[src/rtl/core/dics_pkg.sv]
// Shared types and constants of the discrete inverse CDF sampler.
package dics_pkg;

  localparam int unsigned TableSizeDefault  = 1024;
  localparam int unsigned WeightBitsDefault = 16;
  localparam int unsigned FracBitsDefault   = 24;
  localparam int unsigned IndexOutBits      = 10;
  localparam int unsigned FxOutBits         = 25;
  localparam int unsigned StatusBits        = 2;

  // Request types.
  localparam logic ReqLoad   = 1'b0;
  localparam logic ReqSample = 1'b1;

  // Status codes.
  localparam logic [StatusBits-1:0] StatusOk    = 2'd0;
  localparam logic [StatusBits-1:0] StatusFull  = 2'd1;
  localparam logic [StatusBits-1:0] StatusEmpty = 2'd2;

  // Controller states.
  typedef enum logic [3:0] {
    StIdle,
    StLoad,
    StSearchRd,
    StSearchCmp,
    StPrevRd,
    StPrevWait,
    StDivInit,
    StDivRun,
    StProbInit,
    StProbRun,
    StResult
  } ctrl_state_e;

  // Commands from the controller to the datapath.
  typedef struct packed {
    logic capture;     // latch the request
    logic do_load;     // write table entry and update totals
    logic set_quick;   // write a result that needs no search
    logic search_init; // start binary search
    logic probe_rd;    // read prefix at mid
    logic probe_step;  // narrow the search interval
    logic prev_rd;     // read previous prefix and current weight
    logic reused_init; // start reused sample division
    logic prob_init;   // start probability division
    logic div_step;    // one divider iteration
    logic reused_done; // store reused sample
    logic prob_done;   // store probability
    logic out_load;    // move result into output register
  } dics_cmd_t;

  // Status from the datapath to the controller.
  typedef struct packed {
    logic is_sample;
    logic quick;       // empty, zero total or single entry
    logic search_done;
    logic div_done;
    logic zero_weight;
  } dics_stat_t;

endpackage

[src/rtl/core/dics_ctrl.sv]
// Controller state machine of the discrete inverse CDF sampler.
module dics_ctrl
  import dics_pkg::*;
(
  input  logic       clk_i,
  input  logic       rst_ni,
  input  logic       req_valid_i,
  output logic       req_ready_o,
  output logic       rsp_valid_o,
  input  logic       rsp_ready_i,
  input  dics_stat_t stat_i,
  output dics_cmd_t  cmd_o
);

  ctrl_state_e state_q, state_d;
  logic        rsp_valid_q, rsp_valid_d;

  // State and output valid registers.
  always_ff @(posedge clk_i or negedge rst_ni) begin
    if (!rst_ni) begin
      state_q     <= StIdle;
      rsp_valid_q <= 1'b0;
    end else begin
      state_q     <= state_d;
      rsp_valid_q <= rsp_valid_d;
    end
  end

  assign rsp_valid_o = rsp_valid_q;
  assign req_ready_o = (state_q == StIdle);

  // Next state and commands.
  always_comb begin
    state_d     = state_q;
    cmd_o       = '0;
    rsp_valid_d = rsp_valid_q;
    if (rsp_valid_q && rsp_ready_i) begin
      rsp_valid_d = 1'b0;
    end
    case (state_q)
      StIdle: begin
        if (req_valid_i) begin
          cmd_o.capture = 1'b1;
          state_d = StLoad;
        end
      end
      StLoad: begin
        if (!stat_i.is_sample) begin
          cmd_o.do_load = 1'b1;
          state_d = StResult;
        end else if (stat_i.quick) begin
          cmd_o.set_quick = 1'b1;
          state_d = StResult;
        end else begin
          cmd_o.search_init = 1'b1;
          state_d = StSearchRd;
        end
      end
      StSearchRd: begin
        if (stat_i.search_done) begin
          cmd_o.prev_rd = 1'b1;
          state_d = StPrevWait;
        end else begin
          cmd_o.probe_rd = 1'b1;
          state_d = StSearchCmp;
        end
      end
      StSearchCmp: begin
        cmd_o.probe_step = 1'b1;
        state_d = StSearchRd;
      end
      StPrevRd: begin
        state_d = StPrevWait;
      end
      StPrevWait: begin
        cmd_o.reused_init = 1'b1;
        state_d = StDivInit;
      end
      StDivInit: begin
        if (stat_i.zero_weight) begin
          cmd_o.reused_done = 1'b1;
          cmd_o.prob_init = 1'b1;
          state_d = StProbRun;
        end else begin
          cmd_o.div_step = 1'b1;
          state_d = StDivRun;
        end
      end
      StDivRun: begin
        if (stat_i.div_done) begin
          cmd_o.reused_done = 1'b1;
          cmd_o.prob_init = 1'b1;
          state_d = StProbRun;
        end else begin
          cmd_o.div_step = 1'b1;
        end
      end
      StProbInit: begin
        state_d = StProbRun;
      end
      StProbRun: begin
        if (stat_i.div_done) begin
          cmd_o.prob_done = 1'b1;
          state_d = StResult;
        end else begin
          cmd_o.div_step = 1'b1;
        end
      end
      StResult: begin
        if (!rsp_valid_q || rsp_ready_i) begin
          cmd_o.out_load = 1'b1;
          rsp_valid_d = 1'b1;
          state_d = StIdle;
        end
      end
      default: state_d = StIdle;
    endcase
  end

`ifndef SYNTHESIS
  // Requests are taken only while idle.
  a_ready_idle: assert property (@(posedge clk_i) disable iff (!rst_ni)
    req_ready_o |-> (state_q == StIdle)) else $error("ready outside idle");
  // A result is presented only after a result state.
  a_out_src: assert property (@(posedge clk_i) disable iff (!rst_ni)
    $rose(rsp_valid_o) |-> $past(state_q == StResult)) else $error("bad result");
  // A pending result is not overwritten.
  a_no_overwrite: assert property (@(posedge clk_i) disable iff (!rst_ni)
    (rsp_valid_o && !rsp_ready_i) |-> !cmd_o.out_load) else $error("overwrite");
`endif

endmodule

[config.mk]
export PLATFORM = sky130hd
export DESIGN_NAME = dics_ctrl
export DESIGN_NICKNAME = d
export VERILOG_FILES = /design/src/rtl/core/dics_pkg.sv /design/src/rtl/core/dics_ctrl.sv
export SDC_FILE = /design/constraint.sdc
export NUM_CORES = 1
export LEC_CHECK = 0
export ABC_AREA = 0
export BUFFER_PORTS_ARGS = -buffer_cell sky130_fd_sc_hd__buf_4
export CAP_MARGIN = 20
export CORE_AREA = 2 2 39 41
export CTS_CLUSTER_SIZE = 25
export DETAILED_ROUTE_END_ITERATION = 8
export DIE_AREA = 0 0 41 43
export PLACE_DENSITY_LB_ADDON = 0.08
export SYNTH_ARGS = -nofsm -noshare
export SYNTH_HDL_FRONTEND = slang
export SYNTH_SLANG_ARGS = --single-unit
[constraint.sdc]
create_clock -name clk_i -period 1.8 [get_ports clk_i]
set_clock_uncertainty 0.05 [all_clocks]
set_input_delay 0.27 -clock clk_i [delete_from_list [all_inputs] [get_ports clk_i]]
set_output_delay 0.27 -clock clk_i [all_outputs]
set_load 0.02 [all_outputs]
Word-level counts from Yosys, hierarchy flattened
Cells that the tools add are included.
Storage, ports and cells
  bits in registers: 5
  output and inout bits: 15
Operators by class
  equality and inequality tests: 14
  multiplexer cells: 34
  reductions and logical operators: 6
Operator list (number)
  $pmux W4 S11: 1
  $mux W4: 7
  $mux W1: 21
  $eq A4 B3 Y1 const B: 4
  $eq A4 B4 Y1 const B: 3
  $eq A4 B2 Y1 const B: 2
  $ne A2 B2 Y1 const B: 4
  $mux W3: 2
  $eq A4 B1 Y1 const B: 1
  $logic_not A4 Y1: 1
  $pmux W1 S2: 2
  $reduce_and A4 Y1: 1
  $mux W2: 1
  $reduce_or A2 Y1: 1
  $logic_and A1 B1 Y1: 1
  $logic_not A1 Y1: 1
  $logic_or A1 B1 Y1: 1

Longest topological paths before layout
Gate-level depths: netlist of run 1.
  depth in word-level cells: 4
  mapped depth: 5

Worst setup path after synthesis of run 1
OpenSTA, ideal clock, no wires.
  path type: register to output
  from: reg state_q[1]
  to: out cmd_o[12] (netlist bit)
  data arrival time: 1.682 ns
  data required time: 1.480 ns
  slack: -0.202 ns
  cell stages (with the launch flop): 4
  cell sequence: dfrtp_1 -> buf_2 -> nor4_1 -> and2_1
RTL lines
  start, declared: RTL line dics_ctrl.sv:15  | ctrl_state_e state_q, state_d;
  start signal, assigned: RTL line dics_ctrl.sv:21  | state_q <= StIdle;
  start signal, assigned: RTL line dics_ctrl.sv:24  | state_q <= state_d;
  end, declared: RTL line dics_ctrl.sv:12  | output dics_cmd_t cmd_o

==> flow_summary_export.csv, run 1 <==
group,metric,value,unit
timing,post-route-min-period,1.72,ns
finish,nNetsFinal,115,
global_route,grt_pass1_vias,570,
clock_network,cts_tree,"built",
timing,final_hold_viol_count,0,
floorplanning,rows,14,
floorplanning,core_area,1380,µm²
finish,layout_common_cells,"buf_4, nor2_1, nand2_1",
global_route,grt_max_degree,18,
clock_network,numCtsBuffers,3,
floorplanning,ios,24,
timing,relSlewSlack,77.9,%
placement,placed_area,696,µm²
synth,ys_ff_latch,5,
synth,synth_flop_cell,"dfrtp_1",
clock_network,htreeDepth,1,
clock_network,clockRootBuffer,"clkbuf_4",
route,routed_via_density,5.46,
critical_path,cp.required,1.48,ns
floorplanning,die_h,43,µm
route,wl,1600,µm
critical_path,crit_top_cell,"buf_4",
critical_path,cp_slowest_stage_delay,0.44,ns
critical_path,critPathLaunchType,"register",
synth,synth_edf_count,0,
finish,design_area,831,µm²
placement,port_buffers,23,
finish,fin_cells,121,
global_route,antenna_found_initial,0,
critical_path,cp_max_fo,6,
floorplanning,start_util,36.1,%
pwr,power.leakage,0.427,nW
critical_path,crit_chain,"buf_4, nor3b_2, o21ai_2, o41ai_2, buf_4",
route,route.detailed.drc,0,
outcome,status,"completed",
finish,area_delta_synth_final,66.4,%
finish,drive_gt1_share,46.7,%
placement,place_inst,105,
timing,clock.fmax,0.580,GHz
critical_path,crit_path_top_delay_cell,"dfrtp_2",
floorplanning,dieArea,1760,µm²
floorplanning,die_w,41,µm
global_route,grt_pass1_wl,2280,µm
finish,nFillCells,139,
hold_path,min-delay-path-class,"input port to register",
timing,setup_viol,0,
clock_network,clk_pin_slew_worst_paths,0.04,ns
route,drtIter0Drc,20,
route,via_count,661,
clock_network,insertion_delay,0.24,ns
synth,syn-num-nets,77,
clock_network,clockBufferDepth,2,
synth,async_flop_share,100,%
synth,yosysTopAreaCellShare,25.1,%
clock_network,numClockSinks,5,
global_route,gr-total-overflow,0,
route,wl_per_cell,13.2,µm
synth,ys_types,31,
flow_run,maxCapViolCount,0,
finish,layout_commonest_cell,"buf_4",
placement,gp_congestion,0.824,
timing,finalCritPeriodShare,95.7,%
synth,ys_top_cells_by_area,"dfrtp_1, nor2b_1, nor2_1",
synth,syn_inst,68,
critical_path,worst-setup-path-type,"register to output pin",
route,drtAntennaViolNets,0,
global_route,track_usage,18.9,%
pwr,finalPower,0.00132,W
synth,netlist_area,499,µm²
placement,place_hpwl,1050,µm
synth,synth_warnings,0,
route,first_pass_iters,4,
synth,synth.avg_cell_area,7.34,µm²
timing,worst_pin_slew,0.329,ns
synth,seq_area_frac_synth,25.1,%
timing,slew_viol_final,0,
pwr,peakVddDrop,0.811,mV
critical_path,worstPathArrival,1.40,ns
finish,finish.utilization,60.0,%
critical_path,cp-end-kind,"output pin",
synth,yosysTopAreaCell,"dfrtp_1",
finish,diodes,0,
pwr,p_per_area,1580,nW/µm²
[report_power, final]
part	switching, W	leakage (nW)	internal, W
registers	0.000102	0.0588	0.000172
logic	0.000466	0.353	0.000451
clock network	0.0000416	0.0150	0.0000835
[logic make-up after synthesis]
group / after synthesis / synth area share, %
AO/OA/AOI/OAI: 16 / 22.3
flip-flops: 5 / 25.1
buffers and inverters: 8 / 8.77
AND/OR/NAND/NOR: 38 / 41.9
multiplexers: 1 / 2.01
[worst max-delay path, delay by kind of cell (launching register included)]
family                 cells  cell delay (ns)
AND/OR/NAND/NOR            1             0.21
AO/OA/AOI/OAI              2             0.16
buffers and inverters      2             0.36
flip-flops                 1             0.44
[through the flow]
stage                     setup TNS (ns)  hold WS (ns)  setup WS, ns
after floorplan                        0       -0.0756        0.0543
after global placement                 0        0.0227         0.176
after detailed placement               0        0.0230         0.160
after CTS                              0         0.287        0.0478
after global routing             -0.0111         0.287       -0.0111
final                                  0         0.286        0.0771
[path summary, 6_finish.rpt]
| check | slack, ns | to | from | cells past startpoint |
|---|---|---|---|---|
| min reg2reg | 0.52 | state_q[2] | state_q[3] | 1 |
| max | 0.08 | cmd_o[3] | state_q[2] | 5 |
| max in group asynchronous | 1.27 | state_q[3] | rst_ni | 2 |
| min in group asynchronous | 0.31 | state_q[2] | rst_ni | 2 |
| min | 0.29 | state_q[3] | stat_i[1] | 2 |
| max reg2reg | 0.24 | state_q[1] | state_q[2] | 6 |
[final cells by class]
cell class	count	area, µm²	area share [%]
Clock buffer	4	26.3	3.16
Sequential cell	5	130	15.7
Inverter	3	11.3	1.36
Multi-Input combinational cell	55	360	43.4
Timing Repair Buffer	38	283	34.0
Tap cell	16	20.0	2.41
[per-layer routing]
| layer | wire [µm] | global-route usage (%) |
|---|---|---|
| met1 | 658 | 22.3 |
| met4 | 34 | 10.7 |
| met5 | 0 | 0 |
| met3 | 64 | 3.14 |
| met2 | 843 | 30.3 |
[Yosys cell counts (all sizes together), types with 2 or more instances]
| cell type | number |
|---|---|
| nor2 | 8 |
| nand2 | 6 |
| buf | 5 |
| dfrtp | 5 |
| nor2b | 5 |
| a21oi | 4 |
| and3 | 4 |
| inv | 3 |
| nand2b | 3 |
| a211oi | 2 |
| nand3 | 2 |
| nand3b | 2 |
| nor4 | 2 |
| o21ai | 2 |
[sequential cells by signal (all words and copies together), names as in the netlist]
register,flops
rsp_valid_o,1
state_q,4
[what timing repair did]
item,CTS,global route
resized for setup,5,3
hold endpoints to repair,5,0
pin swaps,0,0
hold buffers,1,0
setup buffers,0,11
setup endpoints to repair,3,4
Note: power is estimated with default switching activity, not from simulation.
==> run 2: changes to the inputs <==
--- a/config.mk
+++ b/config.mk
@@ -8,10 +8,12 @@
 export ABC_AREA = 0
 export BUFFER_PORTS_ARGS = -buffer_cell sky130_fd_sc_hd__buf_4
 export CAP_MARGIN = 20
-export CORE_AREA = 2 2 39 41
+export CELL_PAD_IN_SITES_DETAIL_PLACEMENT = 1
+export CELL_PAD_IN_SITES_GLOBAL_PLACEMENT = 1
+export CORE_MARGIN = 1
+export CORE_UTILIZATION = 29
 export CTS_CLUSTER_SIZE = 25
 export DETAILED_ROUTE_END_ITERATION = 8
-export DIE_AREA = 0 0 41 43
 export PLACE_DENSITY_LB_ADDON = 0.08
 export SYNTH_ARGS = -nofsm -noshare
 export SYNTH_HDL_FRONTEND = slang
==> run 2 against run 1 <==
  * The run now ends with design-rule violations left
  * First-iteration DRC count is 50% lower
  * Register-to-register slack worse by 0.03 ns
  * Final cell count is 2.5% lower
  * Design area is 3.3% lower
  * Global-route usage is 0.62 points lower
  * Via count is 0.76% higher
  * Largest cell class unchanged
==> flow_summary_export.csv, run 2 (same netlist as run 1, synthesis figures left out) <==
group,metric,value,unit
critical_path,worstReg2RegStart,"state_q[2]",
timing,worst_pin_slew,0.279,ns
clock_network,clk_pin_slew_worst_paths,0.05,ns
floorplanning,die_h,43.5,µm
clock_network,numClockSinks,5,
route,first_pass_iters,6,
global_route,gr-total-overflow,0,
global_route,grt_max_degree,18,
finish,layout_common_cells,"buf_4, nor2_1, nand2_1",
finish,multiInputGateArea,353,µm²
critical_path,cp-end-kind,"output pin",
timing,slew_viol_final,0,
pwr,switching_share,47.3,%
timing,relSlewSlack,81.2,%
route,route.detailed.drc,6,
placement,gp_congestion,0.852,
clock_network,clockRootBuffer,"clkbuf_4",
pwr,combPwrFrac,66.1,%
finish,nNetsFinal,112,
floorplanning,rows,14,
global_route,track_usage,18.3,%
outcome,status,"finished, violations left",
finish,diodes,0,
critical_path,critPathLaunchType,"register",
floorplanning,core_area,1560,µm²
timing,post-route-min-period,1.73,ns
placement,port_buffers,23,
global_route,grt_pass1_wl,2640,µm
critical_path,cp_slowest_stage_delay,0.48,ns
pwr,intPower,0.000679,W
placement,dpl_worst_slack,0.168,ns
finish,nFillCells,203,
hold_path,min-delay-path-class,"input port to register",
floorplanning,ios,24,
route,routed_via_density,5.64,
critical_path,crit_path_top_delay_cell,"dfrtp_2",
global_route,grt_pass1_vias,580,
clock_network,cts_tree,"built",
pwr,p_per_area,1600,nW/µm²
pwr,p_seq_share,23.8,%
global_route,antenna_found_initial,0,
critical_path,crit_path_end,"cmd_o[3]",
critical_path,reg2reg_depth,5,
timing,clock.fmax,0.579,GHz
finish,largest_reg_flops,4,
floorplanning,start_util,32.0,%
finish,area_delta_synth_final,60.9,%
route,wl,1750,µm
route,wl_per_cell,14.8,µm
clock_network,clockBufferDepth,2,
critical_path,crit_path_start,"state_q[3]",
clock_network,htreeDepth,1,
finish,drive_gt1_share,44.1,%
critical_path,worst-setup-path-type,"register to output pin",
timing,setup_viol,0,
critical_path,cp_max_fo,13,
floorplanning,die_w,43.5,µm
placement,place_hpwl,1210,µm
clock_network,insertion_delay,0.24,ns
timing,final_hold_viol_count,0,
finish,seqCellArea,130,µm²
timing,finalCritPeriodShare,95.9,%
flow_run,maxCapViolCount,0,
critical_path,crit_chain,"and3b_1, o21ai_2, o41ai_2, buf_4",
critical_path,cp.required,1.48,ns
route,drtAntennaViolNets,0,
finish,layout_commonest_cell,"buf_4",
pwr,power.leakage,0.407,nW
pwr,pwr-share-clk,10.1,%
placement,placed_area,688,µm²
floorplanning,dieArea,1890,µm²
finish,top_register,"state_q",
outcome,violations,"design-rule violations",
pwr,p_switching,0.000608,W
critical_path,worstPathArrival,1.41,ns
timing,setup_slack,0.0742,ns
timing,rsz0062_at_grt,"yes",
critical_path,reg2reg_to,"state_q[1]",
finish,design_area,803,µm²
timing,holdWs,0.298,ns
route,via_count,666,
route,drtIter0Drc,10,
clock_network,numCtsBuffers,3,
pwr,peakVddDrop,0.637,mV
critical_path,ff2ff_setup_slack,0.21,ns
==> run 2: repair_timing <==
action                                  CTS  global route
buffers inserted                          0             9
hold buffers                              1             0
endpoints found under the setup margin    7             7
resized for setup                         4             2
hold endpoints to repair                  5             0
==> run 2: worst min path at each step <==
stage,from,cells after the start,slack [ns],end
floorplan,rst_ni,0,-0.08,rsp_valid_o
global placement,rst_ni,1,0.02,rsp_valid_o
detailed placement,rst_ni,1,0.03,rsp_valid_o
CTS,stat_i[1],2,0.28,state_q[3]
global route,stat_i[1],2,0.28,state_q[3]
finish,rsp_ready_i,3,0.30,rsp_valid_o
==> run 2: layout make-up <==
| type | instances | share of cell area [%] |
|---|---|---|
| multi-input combinational | 55 | 43.9 |
| clock buffer | 4 | 3.27 |
| inverter | 3 | 1.40 |
| sequential | 5 | 16.2 |
| timing repair buffer | 35 | 32.7 |
| tap | 16 | 2.49 |
==> run 2: metal layers <==
layer,vias to the layer above,GRT usage (%),wire (µm)
met4,0,0,0
li1,318,-,-
met1,328,26.7,817
met2,20,29.7,852
met5,-,0,0
met3,0,3.75,77
==> run 2: power groups by stage <==
| stage | clock, W | sequential (W) | combinational, W |
|---|---|---|---|
| 3_3_place_gp | 0 | 0.000317 | 0.000659 |
| 6_report | 0.000130 | 0.000307 | 0.000850 |
| 5_1_grt | 0.000144 | 0.000315 | 0.000930 |
| 2_1_floorplan | 0 | 0.000216 | 0.000557 |
| 3_5_place_dp | 0 | 0.000324 | 0.000671 |
| 4_1_cts | 0.000136 | 0.000332 | 0.000674 |
==> run 2: per-stage QoR <==
stage	instances	setup TNS, ns	power, W	util, %
after floorplan	68	0	0.000773	-
after global placement	104	0	0.000976	44.1
after detailed placement	104	0	0.000995	44.1
after CTS	109	0	0.00114	46.8
after global routing	118	-0.00515	0.00139	51.5
final	118	0	0.00129	51.5
==> run 2: critical path, delay by kind of cell (launching register included) <==
family / cells / cell delay, ns
flops: 1 / 0.48
compound gates: 2 / 0.28
buf+inv: 1 / 0.16
simple gates: 1 / 0.24
==> run 3: changes to the inputs <==
==> constraint.sdc (replaced) <==
create_clock -name clk_i -period 1.59 [get_ports clk_i]
set_clock_uncertainty 0.05 [all_clocks]
set_input_delay 0.2385 -clock clk_i [delete_from_list [all_inputs] [get_ports clk_i]]
set_output_delay 0.2385 -clock clk_i [all_outputs]
set_load 0.02 [all_outputs]
==> run 3 against run 2 <==
  * The flow finishes with violations (design-rule violations, negative setup slack)
  * Routed wire length rose by 44%
  * Global-route usage rose by 4.3 points
  * Combinational power rose by 78%
  * First-iteration DRC count rose by 50%
  * Utilization rose by 13 points
  * Die area did not move
  * Via count rose by 12%
==> flow_summary_export.csv, run 3 (same netlist as run 1, synthesis figures left out) <==
group,metric,value,unit
critical_path,crit_path_start,"state_q[3]",
critical_path,critPathLaunchType,"register",
finish,fin_cells,129,
timing,worst_pin_slew,0.388,ns
critical_path,reg2reg_to,"state_q[1]",
flow_run,maxCapViolCount,0,
global_route,grt_pass1_vias,687,
global_route,track_usage,22.6,%
global_route,grt_max_degree,9,
placement,dpl_worst_slack,0.0525,ns
floorplanning,rows,14,
floorplanning,start_util,32.0,%
pwr,p_per_area,1950,nW/µm²
floorplanning,die_h,43.5,µm
floorplanning,core_area,1560,µm²
route,first_pass_iters,6,
global_route,antenna_found_initial,0,
route,drtIter0Drc,15,
outcome,violations,"design-rule violations, negative setup slack",
placement,place_inst,109,
route,wl,2510,µm
clock_network,clockBufferDepth,2,
outcome,status,"finished, violations left",
finish,diodes,0,
clock_network,clk_pin_slew_worst_paths,0.05,ns
placement,place_hpwl,1250,µm
timing,slew_viol_final,0,
critical_path,ff2ff_setup_slack,0.03,ns
placement,gp_congestion,0.838,
floorplanning,ios,24,
route,route.detailed.drc,2,
floorplanning,die_w,43.5,µm
pwr,peakVddDrop,1.25,mV
floorplanning,dieArea,1890,µm²
route,wl_per_cell,19.5,µm
finish,nFillCells,186,
critical_path,reg2reg_depth,4,
clock_network,htreeDepth,1,
route,routed_via_density,5.79,
global_route,grt_pass1_wl,3100,µm
clock_network,clockRootBuffer,"clkbuf_4",
timing,holdWs,0.249,ns
critical_path,worstPathArrival,1.41,ns
critical_path,worst-setup-path-type,"register to output pin",
timing,relSlewSlack,74.0,%
finish,top_register,"state_q",
critical_path,worstReg2RegStart,"state_q[2]",
critical_path,crit_path_end,"cmd_o[3]",
clock_network,numClockSinks,5,
finish,layout_commonest_cell,"buf_4",
timing,setup_viol,12,
global_route,gr-total-overflow,0,
finish,nNetsFinal,123,
clock_network,numCtsBuffers,3,
timing,rsz0062_at_grt,"yes",
timing,finalCritPeriodShare,107,%
critical_path,cp-end-kind,"output pin",
finish,layout_common_cells,"buf_4, buf_6, nor2_1",
critical_path,cp_max_fo,6,
route,via_count,747,
pwr,power.leakage,0.488,nW
timing,clock.fmax,0.589,GHz
clock_network,insertion_delay,0.25,ns
clock_network,cts_tree,"built",
timing,setup_slack,-0.107,ns
critical_path,cp.required,1.30,ns
finish,area_delta_synth_final,102,%
hold_path,min-delay-path-class,"input port to register",
finish,drive_gt1_share,61.9,%
route,drtAntennaViolNets,0,
timing,final_hold_viol_count,0,
finish,largest_reg_flops,4,
timing,post-route-min-period,1.70,ns
placement,port_buffers,23,
## run 3: per-layer routing
layer / vias up / track usage [%] / share of wire [%]
li1: 339 / - / -
met1: 370 / 27.9 / 41
met2: 30 / 36.1 / 52
met3: 8 / 1.25 / 2.9
met4: 0 / 18.8 / 3.8
met5: - / 0 / 0
## run 3: power breakdown
| group | internal (W) | switching (W) |
|---|---|---|
| logic | 0.000748 | 0.000764 |
| clock network | 0.0000954 | 0.0000601 |
| registers | 0.000192 | 0.000104 |
| total | 0.00104 | 0.000928 |
## run 3: worst min path at each step
| stage | startpoint | to | slack [ns] | depth (start not counted) |
|---|---|---|---|---|
| after floorplan | rst_ni | rsp_valid_o | -0.11 | 0 |
| after global placement | rst_ni | rsp_valid_o | -0.008 | 1 |
| after detailed placement | rst_ni | rsp_valid_o | -0.006 | 1 |
| after CTS | rsp_ready_i | rsp_valid_o | 0.24 | 3 |
| after global routing | rsp_ready_i | rsp_valid_o | 0.25 | 3 |
| final | rsp_ready_i | rsp_valid_o | 0.25 | 3 |
## run 3: critical path: stages, from the launching register on
cell and delay [ns]:
dfrtp_2 0.44, buf_6 0.15, inv_2 0.07, nand2_2 0.07, o41ai_2 0.22, buf_4 0.19
## run 3: area by class of cell
class	count	area, µm²	share of cell area [%]
Tap cell	16	20.0	1.99
Sequential cell	5	129	12.8
Timing Repair Buffer	46	389	38.6
Inverter	3	13.8	1.36
Multi-Input combinational cell	55	430	42.7
Clock buffer	4	26.3	2.61
## run 3: metrics by stage
| stage | util (%) | TNS [ns] | instance area [µm²] | power, W |
|---|---|---|---|---|
| floorplan | - | -0.124 | 519 | 0.000882 |
| global placement | 47.0 | 0 | 732 | 0.00120 |
| detailed placement | 47.0 | 0 | 732 | 0.00122 |
| CTS | 56.8 | -0.334 | 886 | 0.00163 |
| global route | 64.7 | -1.67 | 1010 | 0.00206 |
| finish | 64.7 | -0.826 | 1010 | 0.00196 |
## run 3: repair_timing
item / 4_1_cts / 5_1_grt
hold buffers: 1 / 0
endpoints found under the hold margin: 5 / 0
endpoints found under the setup margin: 14 / 16
setup buffers: 8 / 7
pin swaps: 0 / 10
gates resized for setup: 19 / 17
